### src/rtl/core/gle_pkg.sv
// Shared constants and types of the GIF LZW encoder.
// No dependencies; imported by every module of the encoder.
`default_nettype none
package gle_pkg;

    localparam int MAX_CODE_BITS = 12;
    localparam int ROOT_BITS     = 8;
    localparam int CODE_W        = MAX_CODE_BITS;
    localparam int WIDTH_W       = 4;
    localparam int IDX_W         = MAX_CODE_BITS + ROOT_BITS;
    localparam int DICT_DEPTH    = 1 << IDX_W;
    localparam int KEY_DEPTH     = 1 << MAX_CODE_BITS;
    localparam int JOB_DEPTH     = 5;
    localparam int JOB_CNT_W     = 3;

    localparam logic [CODE_W-1:0]  CLEAR_CODE = CODE_W'(1 << ROOT_BITS);
    localparam logic [CODE_W-1:0]  END_CODE   = CODE_W'((1 << ROOT_BITS) + 1);
    localparam logic [CODE_W-1:0]  FIRST_FREE = CODE_W'((1 << ROOT_BITS) + 2);
    localparam logic [CODE_W-1:0]  CLEAR_AT   = CODE_W'((1 << MAX_CODE_BITS) - 1);
    localparam logic [WIDTH_W-1:0] ROOT_WIDTH = WIDTH_W'(ROOT_BITS + 1);
    localparam logic [WIDTH_W-1:0] MAX_WIDTH  = WIDTH_W'(MAX_CODE_BITS);

    // One code on its way to the bit packer
    typedef struct packed {
        logic [CODE_W-1:0]  code;
        logic [WIDTH_W-1:0] width;
        logic               item_end;
        logic               flush;
    } code_item_t;

    // Dictionary and back-pointer write
    typedef struct packed {
        logic              en;
        logic [IDX_W-1:0]  idx;
        logic [CODE_W-1:0] code;
    } dict_wr_t;

endpackage
`default_nettype wire

### src/rtl/core/gle_packer.sv
// Code queue, LSB-first bit packer and output byte register.
// Depends on gle_pkg; takes up to JOB_DEPTH codes per load.
`default_nettype none
module gle_packer
    import gle_pkg::*;
(
    input  wire logic                 clk,
    input  wire logic                 rst_n,
    input  wire logic                 job_load,
    input  wire code_item_t           job_in [JOB_DEPTH],
    input  wire logic [JOB_CNT_W-1:0] job_in_cnt,
    output logic                      job_free,
    output logic                      out_valid,
    input  wire logic                 out_ready,
    output logic [7:0]                out_byte,
    output logic                      last_of_item,
    output logic                      end_of_stream
);

    localparam int ACC_W = 27;

    code_item_t           job_reg [JOB_DEPTH];
    logic [JOB_CNT_W-1:0] job_cnt_reg, job_cnt_next;
    logic [ACC_W-1:0]     acc_reg, acc_next, acc_s;
    logic [4:0]           cnt_reg, cnt_next, cnt_s;
    logic [2:0]           lmark_reg, lmark_next, lmark_s;
    logic [2:0]           emark_reg, emark_next, emark_s;
    logic                 out_valid_reg;
    logic [7:0]           out_byte_reg;
    logic                 out_last_reg, out_eos_reg;
    logic                 out_free, emit, absorb;
    logic [CODE_W-1:0]    mask;
    logic [5:0]           cnt_t;
    logic [1:0]           nb;

    assign out_free = !out_valid_reg || out_ready;
    assign emit     = (cnt_reg >= 5'd8) && out_free;
    assign job_free = (job_cnt_reg == '0) || ((job_cnt_reg == JOB_CNT_W'(1)) && absorb);

    // Shift out one byte, then absorb the head code
    always_comb
    begin
        acc_s   = emit ? (acc_reg >> 8) : acc_reg;
        cnt_s   = emit ? (cnt_reg - 5'd8) : cnt_reg;
        lmark_s = emit ? {1'b0, lmark_reg[2:1]} : lmark_reg;
        emark_s = emit ? {1'b0, emark_reg[2:1]} : emark_reg;
        absorb  = (job_cnt_reg != '0) &&
                  (job_reg[0].flush ? (cnt_s <= 5'd12) : (cnt_s <= 5'd15));
        mask    = CODE_W'((13'd1 << job_reg[0].width) - 13'd1);
        cnt_t   = {1'b0, cnt_s} + {2'b0, job_reg[0].width};
        if (job_reg[0].flush)
        begin
            cnt_t = (cnt_t + 6'd7) & 6'b111000;
        end
        nb         = cnt_t[4:3];
        acc_next   = acc_s;
        cnt_next   = cnt_s;
        lmark_next = lmark_s;
        emark_next = emark_s;
        if (absorb)
        begin
            acc_next = acc_s | (ACC_W'(job_reg[0].code & mask) << cnt_s);
            cnt_next = cnt_t[4:0];
            if (job_reg[0].item_end && (nb != 2'd0))
            begin
                lmark_next[nb - 2'd1] = 1'b1;
            end
            if (job_reg[0].flush && (nb != 2'd0))
            begin
                emark_next[nb - 2'd1] = 1'b1;
            end
        end
    end

    // Queue count: load replaces, pop drops the head
    always_comb
    begin
        job_cnt_next = job_cnt_reg;
        if (job_load)
        begin
            job_cnt_next = job_in_cnt;
        end
        else if (absorb)
        begin
            job_cnt_next = job_cnt_reg - JOB_CNT_W'(1);
        end
    end

    always_ff @(posedge clk or negedge rst_n)
    begin
        if (!rst_n)
        begin
            job_cnt_reg   <= '0;
            cnt_reg       <= '0;
            acc_reg       <= '0;
            lmark_reg     <= '0;
            emark_reg     <= '0;
            out_valid_reg <= 1'b0;
        end
        else
        begin
            job_cnt_reg <= job_cnt_next;
            cnt_reg     <= cnt_next;
            acc_reg     <= acc_next;
            lmark_reg   <= lmark_next;
            emark_reg   <= emark_next;
            if (emit)
            begin
                out_valid_reg <= 1'b1;
            end
            else if (out_ready)
            begin
                out_valid_reg <= 1'b0;
            end
        end
    end

    // Queue payload and output byte payload
    always_ff @(posedge clk)
    begin
        if (job_load)
        begin
            job_reg <= job_in;
        end
        else if (absorb)
        begin
            for (int i = 0; i < JOB_DEPTH - 1; i++)
            begin
                job_reg[i] <= job_reg[i + 1];
            end
        end
        if (emit)
        begin
            out_byte_reg <= acc_reg[7:0];
            out_last_reg <= lmark_reg[0];
            out_eos_reg  <= emark_reg[0];
        end
    end

    assign out_valid     = out_valid_reg;
    assign out_byte      = out_byte_reg;
    assign last_of_item  = out_last_reg;
    assign end_of_stream = out_eos_reg;

endmodule
`default_nettype wire

### config.mk
export PLATFORM = sky130hd
export DESIGN_NAME = gle_packer
export DESIGN_NICKNAME = d
export VERILOG_FILES = /design/src/rtl/core/gle_pkg.sv /design/src/rtl/core/gle_packer.sv
export SDC_FILE = /design/constraint.sdc
export NUM_CORES = 1
export LEC_CHECK = 0
export ABC_AREA = 1
export BUFFER_PORTS_ARGS = -buffer_cell sky130_fd_sc_hd__buf_4
export CAP_MARGIN = 15
export CORE_UTILIZATION = 25
export DETAILED_ROUTE_END_ITERATION = 8
export GPL_ROUTABILITY_DRIVEN = 0
export MAX_ROUTING_LAYER = met4
export PLACE_DENSITY_LB_ADDON = 0.1
export SLEW_MARGIN = 20
export SYNTH_ARGS = -nofsm -noshare
export SYNTH_HDL_FRONTEND = slang
export SYNTH_SLANG_ARGS = --single-unit
### constraint.sdc
create_clock -name clk -period 6.6 [get_ports clk]
set_input_delay 0.66 -clock clk [delete_from_list [all_inputs] [get_ports clk]]
set_output_delay 0.66 -clock clk [all_outputs]
set_load 0.02 [all_outputs]
## After elaboration in Yosys (flattened, before gate mapping)

Cells that the tools add are included.

| storage, ports and cells | value |
|---|---|
| register bits after elaboration | 142 |
| bits in latches | 0 |
| memory bits (writable) | 0 |
| memory bits (read-only) | 0 |
| bits of input ports | 97 |
| output and inout port bits | 12 |
| word-level logic and storage cells | 81 |
| memories kept | 0 |

| operators by class | value |
|---|---|
| add/sub/neg operators | 6 |
| $mul | 0 |
| divide/modulo/power cells | 0 |
| $lt $le $gt $ge | 5 |
| equal/unequal tests | 1 |
| shift-type cells | 2 |
| mux-type cells | 20 |
| bitwise logic cells | 4 |
| reduce and logical (&&, ||, !) cells | 14 |

Operator list:

| cell | count |
|---|---|
| 72-bit two-way mux | 2 |
| 27-bit two-way mux | 2 |
| 27-bit OR | 1 |
| 12-bit by 5-bit left shift with 27-bit output | 1 |
| 3-bit two-way mux | 8 |
| 5-bit two-way mux | 3 |
| 12-bit bitwise AND | 1 |
| 1-bit by 4-bit left shift with 12-bit output, first input constant | 1 |
| 12-bit by 1-bit subtractor with 12-bit output, second input constant | 1 |
| 5-bit by 4-bit less-or-equal comparator with 1-bit output, second input constant | 2 |
| 1-bit logical AND | 6 |
| 3-bit OR | 2 |
| 2-bit nonzero test | 3 |
| 5-bit by 3-bit adder with 5-bit output, second input constant | 1 |
| 5-bit by 4-bit adder with 5-bit output | 1 |
| 5-bit by 4-bit greater-or-equal comparator with 1-bit output, second input constant | 1 |
| 5-bit by 4-bit subtractor with 5-bit output, second input constant | 1 |
| 1-bit two-way mux | 4 |
| 3-bit by 1-bit equality test with 1-bit output, second input constant | 1 |
| 3-bit zero test | 1 |
| 2-bit by 3-bit less-than comparator with 1-bit output, second input constant | 1 |
| 3-bit nonzero test | 1 |
| 3-bit by 1-bit subtractor with 3-bit output, second input constant | 1 |
| 1-bit demux with 2-bit select | 1 |
| other kinds (4) | 5 |

## Logic depth before layout (Yosys ltp)

Gate-level depths: netlist of the first run.

| depth | value |
|---|---|
| depth in word-level cells | 15 |
| depth in mapped cells | 19 |

## Least setup slack after synthesis of the first run

OpenSTA, ideal clock, no wires.

| path | value |
|---|---|
| path type | in2out |
| from | input port out_ready |
| to | output port job_free |
| data arrival time | 1751 ps |
| data required time | 5940 ps |
| slack | 4189 ps |
| cell stages on the path | 10 |
| cells stage by stage | nor2_1 > inv_2 > nand2_4 > nand2_2 > nand2_4 > inv_4 > nand2_2 > nand3_2 > buf_6 > o21ai_1 |

| between the ends | value |
|---|---|
| cells in the longest elaborated chain, start to end | 8 |
| elaborated cells on any way between the ends | 9 |
| those cells by class | order compare (2); mux (2); reduce/logical (5) |

Ends and longest elaborated chain:

| what | line | text |
|---|---|---|
| start: declaration | gle_packer.sv:14 | `input wire logic out_ready,` |
| 1-bit logical OR * | gle_packer.sv:36 | `assign out_free = !out_valid_reg \|\| out_ready;` |
| 1-bit logical AND * | gle_packer.sv:37 | `assign emit = (cnt_reg >= 5'd8) && out_free;` |
| 5-bit two-way mux * | gle_packer.sv:44 | `cnt_s = emit ? (cnt_reg - 5'd8) : cnt_reg;` |
| 5-bit by 4-bit less-or-equal comparator with 1-bit output | gle_packer.sv:48 | `(job_reg[0].flush ? (cnt_s <= 5'd12) : (cnt_s <= 5'd15));` |
| 1-bit two-way mux * | gle_packer.sv:48 |  |
| 1-bit logical AND * | gle_packer.sv:47 | `absorb = (job_cnt_reg != '0) &&` |
| 1-bit logical AND * | gle_packer.sv:38 | `assign job_free = (job_cnt_reg == '0) \|\| ((job_cnt_reg == JOB_CNT_W'(1)) && absorb);` |
| 1-bit logical OR * | gle_packer.sv:38 |  |
| end: declaration | gle_packer.sv:12 | `output logic job_free,` |

Mark *: on every way between the ends. The rest lies on a longest branch, timed or not.

## Worst setup path after layout of the first run

| path | value |
|---|---|
| from | register cnt_reg[1] |
| to | output port job_free |

| between the ends | value |
|---|---|
| cells in the longest elaborated chain, start to end | 8 |
| elaborated cells on any way between the ends | 10 |
| those cells by class | add/sub (1); order compare (3); mux (2); reduce/logical (4) |

Ends and longest elaborated chain:

| what | line | text |
|---|---|---|
| start: declaration | gle_packer.sv:25 | `logic [4:0] cnt_reg, cnt_next, cnt_s;` |
| start signal: assignment | gle_packer.sv:103 | `cnt_reg <= cnt_next;` |
| 5-bit by 4-bit greater-or-equal comparator with 1-bit output | gle_packer.sv:37 |  |
| 1-bit logical AND | gle_packer.sv:37 |  |
| 5-bit two-way mux * | gle_packer.sv:44 |  |
| 5-bit by 4-bit less-or-equal comparator with 1-bit output | gle_packer.sv:48 |  |
| 1-bit two-way mux * | gle_packer.sv:48 |  |
| 1-bit logical AND * | gle_packer.sv:47 |  |
| 1-bit logical AND * | gle_packer.sv:38 |  |
| 1-bit logical OR * | gle_packer.sv:38 |  |

Marked as above.

==> flow_summary.json, run 1 <==
{
  "run_status": "finished, final reports clean",
  "std_cell_rows": 60,
  "ys_seq_elements": 142,
  "clk_latency_ns": 0.43,
  "portBuffers": 108,
  "fin_nets": 975,
  "power_switching_mw": 1.57,
  "drtIter0Drc": 295,
  "grt_pass1_wl_microns": 27000,
  "switching_share": 0.397,
  "critPathArrivalTime_ns": 3.04,
  "syn_to_final_growth_pct": 25.1,
  "hpwl_microns": 11100,
  "largest_register_ffs": 90,
  "dr.pass1.iters": 5,
  "slowest_stage": "dfrtp_1",
  "synth_cell_type_count": 35,
  "place_inst": 1221,
  "yosysTopAreaCell": "edfxtp_1",
  "die_w_microns": 168,
  "drive_gt1_frac": 0.200,
  "syn-instance-count": 774,
  "drc": 0,
  "clockRootBuffer": "clkbuf_16",
  "fin_crit_ns": 3.70,
  "fin_cells": 1252,
  "p_seq_frac": 0.384,
  "io_pins": 109,
  "antenna_found_initial": 0,
  "final_util": 0.320,
  "grt_usage": 0.126,
  "holdCritPathClass": "in2async",
  "register_area_sq_um": 4050,
  "synth_top_area_frac": 0.434,
  "power_density_nw_per_um2": 457,
  "crit_path_max_incr_delay_ns": 0.75,
  "p_leak_nw": 3.98,
  "seq_area_frac_synth": 0.585,
  "ctsHoldBuffers": 0,
  "worst_slew_pin_slew_ns": 0.973,
  "grt_max_degree": 95,
  "synthesis.area_sq_um": 6930,
  "syn_nets": 881,
  "crit_required_ns": 5.94,
  "htree_levels": 4,
  "fill_cells": 2881,
  "avgRoutedWirePerCell_microns": 13.2,
  "netlist_top_cells_area": "edfxtp_1, nand2_1, dfrtp_1",
  "peakVddDrop_mv": 0.166,
  "drv_slew": 0,
  "cts-resized-gates": 0,
  "path_cells": "nor2_1, nand3_2, nand2_4, nand2_4, nand2_1, nand2_2, nand3_2, o21ai_1, buf_4",
  "yosys_warnings": 0,
  "rsz0062_at_grt": "no",
  "numCtsBuffers": 17,
  "startpoint_type": "flop",
  "relSlewSlack": 0.351,
  "path_class": "reg2out",
  "grt_pass1_vias": 5181,
  "viasPerCell": 4.16,
  "skew_ns": 0.0200,
  "max_freq_ghz": 0.270,
  "layout_common_cells": "nand2_1, buf_4, edfxtp_1, nand3_1, dfrtp_1",
  "worst_setup_path_end_kind": "output port",
  "p_comb_frac": 0.363,
  "clock_power_share": 0.253,
  "cts.sink_count": 142,
  "multi_input_area_sq_um": 2550,
  "vias": 5212,
  "core_area_sq_um": 27100,
  "initial_core_util": 0.256,
  "die_h_microns": 168,
  "drv_cap": 0,
  "min_period_over_period": 0.561,
  "final_hold_viol_count": 0,
  "path_clk_slew_ns": 0.07,
  "max-clock-path-buffers": 2,
  "setup_violations": 0,
  "tns_ns": 0,
  "cts_tree": "done",
  "grt-ovfl-total": 0,
  "antennaDiodeCount": 0,
  "die-area_sq_um": 28400,
  "crit_path_max_fanout": 46,
  "power_mw": 3.96,
  "wl_microns": 16500,
  "antenna_left": 0,
  "cts_setup_buffers": 0,
  "layout.cells.most_common": "nand2_1",
  "synth_area_per_cell_sq_um": 8.95,
  "p_int_mw": 2.39
}
## power groups by stage
stage                     Clock [mW]  Combinational [mW]  Sequential, mW
after global routing            1.06                1.66            1.57
after global placement             0                1.46            1.55
final                           1.00                1.44            1.52
after detailed placement           0                1.46            1.55
after CTS                       1.03                1.47            1.53
after floorplan                    0                1.07            1.51
## cell type report
class / count / area share
clock buffer: 17 / 0.0491
clock inverter: 14 / 0.0201
inverter: 46 / 0.0202
multi-input combinational: 551 / 0.294
sequential: 142 / 0.468
tap: 372 / 0.0537
timing repair buffer: 110 / 0.0953
## synthesized netlist by cell type
master	count
o221ai_1	3
dfrtp_1	42
edfxtp_1	100
o21ai_1	13
inv_4	1
nand4_1	15
buf_6	2
nor2_1	14
a31oi_1	1
buf_4	2
o21ai_0	19
inv_2	12
nand4_4	1
buf_2	4
o31ai_1	2
xor2_1	1
o211ai_1	3
clkbuf_1	19
nor3b_1	1
a21oi_1	6
nor2_2	4
fa_1	1
nand2_1	355
nand3_1	77
o21ai_2	3
nand3_2	4
nor3_1	2
buf_1	8
inv_1	33
ha_1	9
nand3b_1	2
o21bai_1	2
nand2_2	6
nand2_4	4
mux2i_1	3
## worst max-delay path, delay by kind of cell (launching register included)
kind,cells,cell delay (ns)
and+or+nand+nor,7,1.44
buffers and inverters,1,0.17
DFF,1,0.75
AOI/OAI and AO/OA,1,0.24
## per-stage QoR
| stage | setup WS [ns] | instance area [sq um] | hold slack, ns |
|---|---|---|---|
| after floorplan | 4.19 | 6930 | 0.364 |
| after global placement | 3.07 | 8060 | 0.436 |
| after detailed placement | 3.04 | 8060 | 0.439 |
| after CTS | 2.89 | 8660 | 0.250 |
| after global routing | 2.61 | 8670 | 0.265 |
| final | 2.90 | 8670 | 0.233 |
## path summary, 6_finish.rpt
kind | start | endpoint | slack (ns) | cells after the start
setup / recovery | cnt_reg[1] | job_free | 2.90 | 9
hold / removal | rst_n | out_valid | 0.23 | 1
setup reg to reg | cnt_reg[1] | job_reg[60] | 3.38 | 8
hold reg to reg | acc_reg[3] | out_byte[3] | 0.45 | 0
max in group asynchronous | rst_n | acc_reg[14] | 5.97 | 1
min in group clk | job_in[5] | job_reg[5] | 0.40 | 1
## logic make-up (layout without fill, tap and decap cells)
kind of cell	count (synthesis)	count (layout)	synth area share
compound gates	52	52	0.0435
xor+xnor	1	1	0.00126
fa+ha+maj	10	10	0.0191
buf+inv	81	187	0.0482
flops	142	142	0.585
mux	3	3	0.00434
simple gates	485	485	0.298
## layer usage
layer  up-vias  wire (microns)  global-route usage
met2       109            7350               0.188
met3         9            1110              0.0482
met5         -               0                   -
met4         0             108              0.0320
met1      2345            7940               0.160
li1       2749               -                   -
(Power assumes the default switching activity.)
==> inputs of run 2 (changes only) <==
--- a/config.mk
+++ b/config.mk
@@ -5,7 +5,7 @@
 export SDC_FILE = /design/constraint.sdc
 export NUM_CORES = 1
 export LEC_CHECK = 0
-export ABC_AREA = 1
+export ABC_AREA = 0
 export BUFFER_PORTS_ARGS = -buffer_cell sky130_fd_sc_hd__buf_4
 export CAP_MARGIN = 15
 export CORE_UTILIZATION = 25
==> constraint.sdc (replaced) <==
create_clock -name clk -period 3.75 [get_ports clk]
set_input_delay 0.375 -clock clk [delete_from_list [all_inputs] [get_ports clk]]
set_output_delay 0.375 -clock clk [all_outputs]
set_load 0.02 [all_outputs]
==> run 2 against run 1 <==
  * Setup slack got worse by 2.3 ns
  * Combinational power grew 100%
  * Clock skew down 0.0077 ns
  * Clock-buffer cell count unchanged
  * Register-to-register slack worse by 2.8 ns
  * Final area up 2.8%
  * Sequential power grew 74%
  * Clock power rose by 74%
  * Die area increased by 1.5%
  * Wire length is 0.73% higher
  * Sequential share of layout area shrank 1.3 points
  * Critical endpoint is now acc_reg[11]
  * Via count shrank 7.8%
==> flow_summary.json, run 2 <==
{
  "run_status": "finished, final reports clean",
  "vias": 4807,
  "path_clk_slew_ns": 0.07,
  "drc": 0,
  "synthesis.area_sq_um": 7030,
  "crit_path_max_fanout": 16,
  "hpwl_microns": 11500,
  "critPathArrivalTime_ns": 3.46,
  "fin_nets": 780,
  "io_pins": 109,
  "grt_pass1_wl_microns": 26600,
  "yosysTopAreaCell": "edfxtp_1",
  "cts_tree": "done",
  "dr.pass1.iters": 5,
  "syn-instance-count": 564,
  "seq_area_frac_synth": 0.577,
  "final_util": 0.322,
  "peakVddDrop_mv": 0.305,
  "startpoint_type": "flop",
  "die_w_microns": 170,
  "die-area_sq_um": 28800,
  "worst_slack_ns": 0.621,
  "worst_slew_pin_slew_ns": 0.729,
  "ys.flop_type": "edfxtp_1",
  "path_class": "reg2reg",
  "wl_microns": 16600,
  "rsz0062_at_grt": "no",
  "power_density_nw_per_um2": 824,
  "max_freq_ghz": 0.320,
  "yosys_warnings": 0,
  "cts-resized-gates": 0,
  "viasPerCell": 4.52,
  "drv_slew": 0,
  "synth.most_common_cell": "edfxtp_1",
  "htree_levels": 4,
  "skew_ns": 0.0123,
  "worst_setup_path_end_kind": "flop",
  "clock_power_share": 0.238,
  "min_period_over_period": 0.834,
  "drv_cap": 0,
  "async_flop_share": 0.296,
  "fin_cells": 1063,
  "portBuffers": 108,
  "p_int_mw": 4.58,
  "cts_setup_buffers": 0,
  "p_leak_nw": 3.45,
  "grt_pass1_vias": 4881,
  "switching_share": 0.377,
  "tns_ns": 0,
  "max-clock-path-buffers": 2,
  "p_seq_frac": 0.361,
  "power_mw": 7.34,
  "synthTopCellsByCount": "edfxtp_1, mux2_2, nand2_1",
  "holdCritPathClass": "in2reg",
  "netlist_top_cells_area": "edfxtp_1, dfrtp_1, mux2_2",
  "grt-ovfl-total": 0,
  "drtIter0Drc": 303,
  "fill_cells": 2776,
  "synth-edff-count": 100,
  "antennaDiodeCount": 0,
  "synth_top_area_frac": 0.427,
  "clk_latency_ns": 0.42,
  "relSlewSlack": 0.514,
  "place_inst": 1031,
  "setup_violations": 0,
  "synth_cell_type_count": 73,
  "drive_gt1_frac": 0.359,
  "layout.cells.most_common": "buf_4",
  "syn_to_final_growth_pct": 26.7,
  "synth_area_per_cell_sq_um": 12.5,
  "power_switching_mw": 2.77,
  "numCtsBuffers": 17,
  "antenna_found_initial": 0,
  "avgRoutedWirePerCell_microns": 15.6,
  "antenna_left": 0,
  "clockRootBuffer": "clkbuf_16",
  "cts.sink_count": 142,
  "preCtsSetupSlack_ns": 0.659,
  "fin_crit_ns": 3.13,
  "crit_required_ns": 4.08,
  "syn_nets": 671,
  "core_area_sq_um": 27700,
  "layout_common_cells": "buf_4, edfxtp_1, mux2_2, nand2_1, dfrtp_1",
  "p_comb_frac": 0.401,
  "std_cell_rows": 61,
  "initial_core_util": 0.254,
  "grt_usage": 0.124,
  "grt_max_degree": 57,
  "final_hold_viol_count": 0,
  "ys_seq_elements": 142,
  "largest_register_ffs": 90,
  "die_h_microns": 170
}
-- run 2: cell families after synthesis --
group | share of synthesized area
xor+xnor | 0.00747
simple gates | 0.0982
fa+ha+maj | 0.0189
mux | 0.149
compound gates | 0.120
buf+inv | 0.0304
flops | 0.577
-- run 2: repair_timing --
action | CTS | global route
setup endpoints to repair | 0 | 0
hold endpoints to repair | 42 | 0
hold buffers | 1 | 0
-- run 2: area by class of cell --
class	count	area, sq um	share of cell area
Multi-Input combinational cell	372	2770	0.310
Timing Repair Buffer	125	966	0.108
Clock inverter	14	169	0.0190
Clock buffer	17	425	0.0478
Tap cell	378	473	0.0531
Inverter	15	56.3	0.00632
Sequential cell	142	4050	0.455
-- run 2: final timing paths --
| kind | from | slack (ns) | depth (start not counted) | endpoint |
|---|---|---|---|---|
| setup / recovery | job_reg[74] | 0.62 | 8 | acc_reg[11] |
| hold reg to reg | acc_reg[0] | 0.45 | 0 | out_byte[0] |
| min in group asynchronous | rst_n | 0.51 | 2 | lmark_reg[0] |
| setup reg to reg | job_reg[74] | 0.62 | 8 | acc_reg[11] |
| max in group asynchronous | rst_n | 2.86 | 2 | acc_reg[8] |
| hold / removal | job_in[6] | 0.12 | 1 | job_reg[6] |
-- run 2: per-layer routing --
metal  track usage  up-vias  share of wire  routed length (microns)
met4        0.0458        0          0.018                      306
li1              -     2345              -                        -
met5             -        -              0                        0
met3        0.0371       20          0.065                     1080
met2         0.179      154           0.44                     7360
met1         0.163     2288           0.47                     7890
-- run 2: power groups by stage --
stage               clock network [mW]  logic [mW]  registers [mW]
global placement                     0        2.93            2.68
CTS                               1.80        2.97            2.66
global route                      1.86        3.26            2.72
floorplan                            0        2.04            2.69
finish                            1.74        2.95            2.65
detailed placement                   0        2.95            2.69
-- run 2: per-stage QoR --
stage | hold slack [ns] | area, sq um
2_1_floorplan | 0.0794 | 7030
6_report | 0.125 | 8910
3_3_place_gp | 0.406 | 8300
5_1_grt | 0.0989 | 8910
4_1_cts | 0.103 | 8910
3_5_place_dp | 0.416 | 8300
-- run 2: critical path, cell delays in order, from the launching register on --
cell and delay [ns]:
edfxtp_1 0.54, or4_4 0.55, ha_1 0.36, or3_1 0.36, a211o_1 0.30, a21oi_2 0.22
o22ai_1 0.13, a221o_1 0.40, o221ai_1 0.19
==> inputs of run 3 (changes only) <==
--- a/config.mk
+++ b/config.mk
@@ -5,7 +5,7 @@
 export SDC_FILE = /design/constraint.sdc
 export NUM_CORES = 1
 export LEC_CHECK = 0
-export ABC_AREA = 0
+export ABC_AREA = 1
 export BUFFER_PORTS_ARGS = -buffer_cell sky130_fd_sc_hd__buf_4
 export CAP_MARGIN = 15
 export CORE_UTILIZATION = 25
==> constraint.sdc (replaced) <==
create_clock -name clk -period 3.15 [get_ports clk]
set_input_delay 0.315 -clock clk [delete_from_list [all_inputs] [get_ports clk]]
set_output_delay 0.315 -clock clk [all_outputs]
set_load 0.02 [all_outputs]
==> run 3 against run 2 <==
  * First-iteration DRC count shrank 14%
  * Critical path depth grew 9
  * Wire length shrank 2.4%
  * Utilization grew 0.14 points
  * Sequential share of layout area grew 0.81 points
  * Clock skew grew 0.0058 ns
  * Largest power group unchanged
  * Non-clock buffer count shrank 4
==> flow_summary.json, run 3 (synthesis results as in run 1) <==
{
  "skew_ns": 0.0182,
  "power_switching_mw": 3.28,
  "cts_tree": "done",
  "largest_register_ffs": 90,
  "cts-resized-gates": 0,
  "min_from": "job_in[16]",
  "critPathArrivalTime_ns": 3.02,
  "io_pins": 109,
  "drv_slew": 0,
  "vias": 5226,
  "cp_top_family": "simple AND/OR/NAND/NOR gates",
  "grt_usage": 0.124,
  "viasPerCell": 4.14,
  "antenna_left": 0,
  "hold_slack_ns": 0.0660,
  "die_w_microns": 168,
  "min_period_over_period": 0.848,
  "worst_slew_pin_slew_ns": 0.755,
  "hpwl_microns": 11400,
  "ctsHoldBuffers": 1,
  "syn_to_final_growth_pct": 26.4,
  "path_class": "reg2reg",
  "min_to": "job_reg[16]",
  "grt_pass1_vias": 5190,
  "numCtsBuffers": 17,
  "layout_common_cells": "nand2_1, buf_4, edfxtp_1, nand3_1, dfrtp_1",
  "path_clk_slew_ns": 0.07,
  "worstRegToRegCells": 17,
  "relSlewSlack": 0.497,
  "die-area_sq_um": 28400,
  "run_status": "finished, final reports clean",
  "grt_util_met1": 0.155,
  "slowest_stage": "dfrtp_1",
  "gr-usage-met3": 0.0412,
  "cts_setup_buffers": 0,
  "p_leak_nw": 4.03,
  "clock_power_share": 0.238,
  "busiest_layer": "met2",
  "grt_max_degree": 97,
  "avgRoutedWirePerCell_microns": 12.8,
  "core_area_sq_um": 27100,
  "critPathBufInv": 2,
  "rrSetupSlack_ns": 0.48,
  "max_freq_ghz": 0.374,
  "antenna_found_initial": 0,
  "initial_core_util": 0.256,
  "r2r_end": "lmark_reg[0]",
  "cts.sink_count": 142,
  "antennaDiodeCount": 0,
  "crit_path_max_fanout": 15,
  "final_hold_viol_count": 0,
  "max-clock-path-buffers": 2,
  "timing.critical_path.mode_cell": "nand2_1",
  "portBuffers": 108,
  "htree_levels": 4,
  "drc": 0,
  "drv_cap": 0,
  "fin_nets": 986,
  "crit_path_max_incr_delay_ns": 0.52,
  "path_cells": "nor2_1, nand3_2, nand2_4, nand2_4, nand2_2, nand2_4, inv_4, ha_1, nand2_1, nand2_1, a31oi_1, inv_1, nand3_1, nand3_1, nand2_1, nand2_1, o21bai_1",
  "std_cell_rows": 60,
  "fin_crit_ns": 2.67,
  "power_density_nw_per_um2": 948,
  "drive_gt1_frac": 0.209,
  "r2r_start": "cnt_reg[0]",
  "switching_share": 0.395,
  "p_comb_frac": 0.389,
  "tns_ns": 0,
  "crit_required_ns": 3.50,
  "clockRootBuffer": "clkbuf_16",
  "clk_latency_ns": 0.42,
  "drtIter0Drc": 261,
  "grt_pass1_wl_microns": 26800,
  "die_h_microns": 168,
  "rsz0062_at_grt": "no",
  "grt-ovfl-total": 0,
  "peakVddDrop_mv": 0.270,
  "setup_violations": 0,
  "worst_hold_path.num_cells": 1,
  "holdCritPathClass": "in2reg",
  "wl_microns": 16200,
  "worstSetupStartpoint": "cnt_reg[0]",
  "p_int_mw": 5.02,
  "p_seq_frac": 0.374,
  "gr-usage-met2": 0.191,
  "worst_setup_path_end_kind": "flop",
  "layout.cells.most_common": "nand2_1",
  "dr.pass1.iters": 5,
  "startpoint_type": "flop"
}
==> run 3: cell count changes in the layout (fill, tap and decap cells not counted), moves of 7 or more <==
cell / change
nand2_1: +308
nor2_1: -27
nand4_1: +9
o211ai_1: -7
mux2i_1: -10
inv_2: +12
mux2_2: -76
inv_1: +20
nand2b_1: -8
nand3_1: +66
o22ai_1: -11
==> run 3: through the flow <==
stage	cells	util	total power [mW]	setup WS (ns)	cell area, sq um
floorplan	774	-	5.41	0.914	6930
global placement	1231	0.302	6.44	0.502	8170
detailed placement	1231	0.302	6.43	0.492	8170
CTS	1263	0.323	8.46	0.408	8750
global route	1263	0.323	9.00	0.129	8750
finish	1263	0.323	8.30	0.480	8750
==> run 3: area by class of cell <==
type	instances	area, sq um
Clock buffer	17	425
Clock inverter	14	145
Fill cell	2883	18300
Inverter	46	175
Multi-Input combinational cell	551	2540
Sequential cell	142	4050
Tap cell	372	465
Timing Repair Buffer	121	948
==> run 3: layer usage <==
metal / part of all wire / wire [microns] / up-vias
met1: 0.46 / 7510 / 2339
li1: - / - / 2774
met5: 0 / 0 / -
met3: 0.059 / 960 / 7
met4: 0.0069 / 112 / 0
met2: 0.47 / 7650 / 106
==> run 3: worst max-delay path by stage <==
stage	depth (start not counted)	slack, ns	end
6_report	17	0.48	lmark_reg[0]
5_1_grt	18	0.13	lmark_reg[1]
4_1_cts	9	0.41	job_free
3_5_place_dp	17	0.49	lmark_reg[0]
3_3_place_gp	17	0.50	emark_reg[0]
2_1_floorplan	11	0.91	job_reg[18]
==> run 3: power groups by stage <==
stage	Combinational [mW]	Sequential, mW	Clock [mW]
2_1_floorplan	2.24	3.16	0
3_3_place_gp	3.29	3.15	0
3_5_place_dp	3.28	3.16	0
4_1_cts	3.29	3.12	2.05
5_1_grt	3.70	3.19	2.11
6_report	3.22	3.10	1.97
==> run 3: worst register-to-register path: cells and delay by family (launching register included) <==
kind	cells	cell delay, ns
buf+inv	2	0.18
flops	1	0.52
fa+ha+maj	1	0.27
compound gates	2	0.35
simple gates	12	1.28
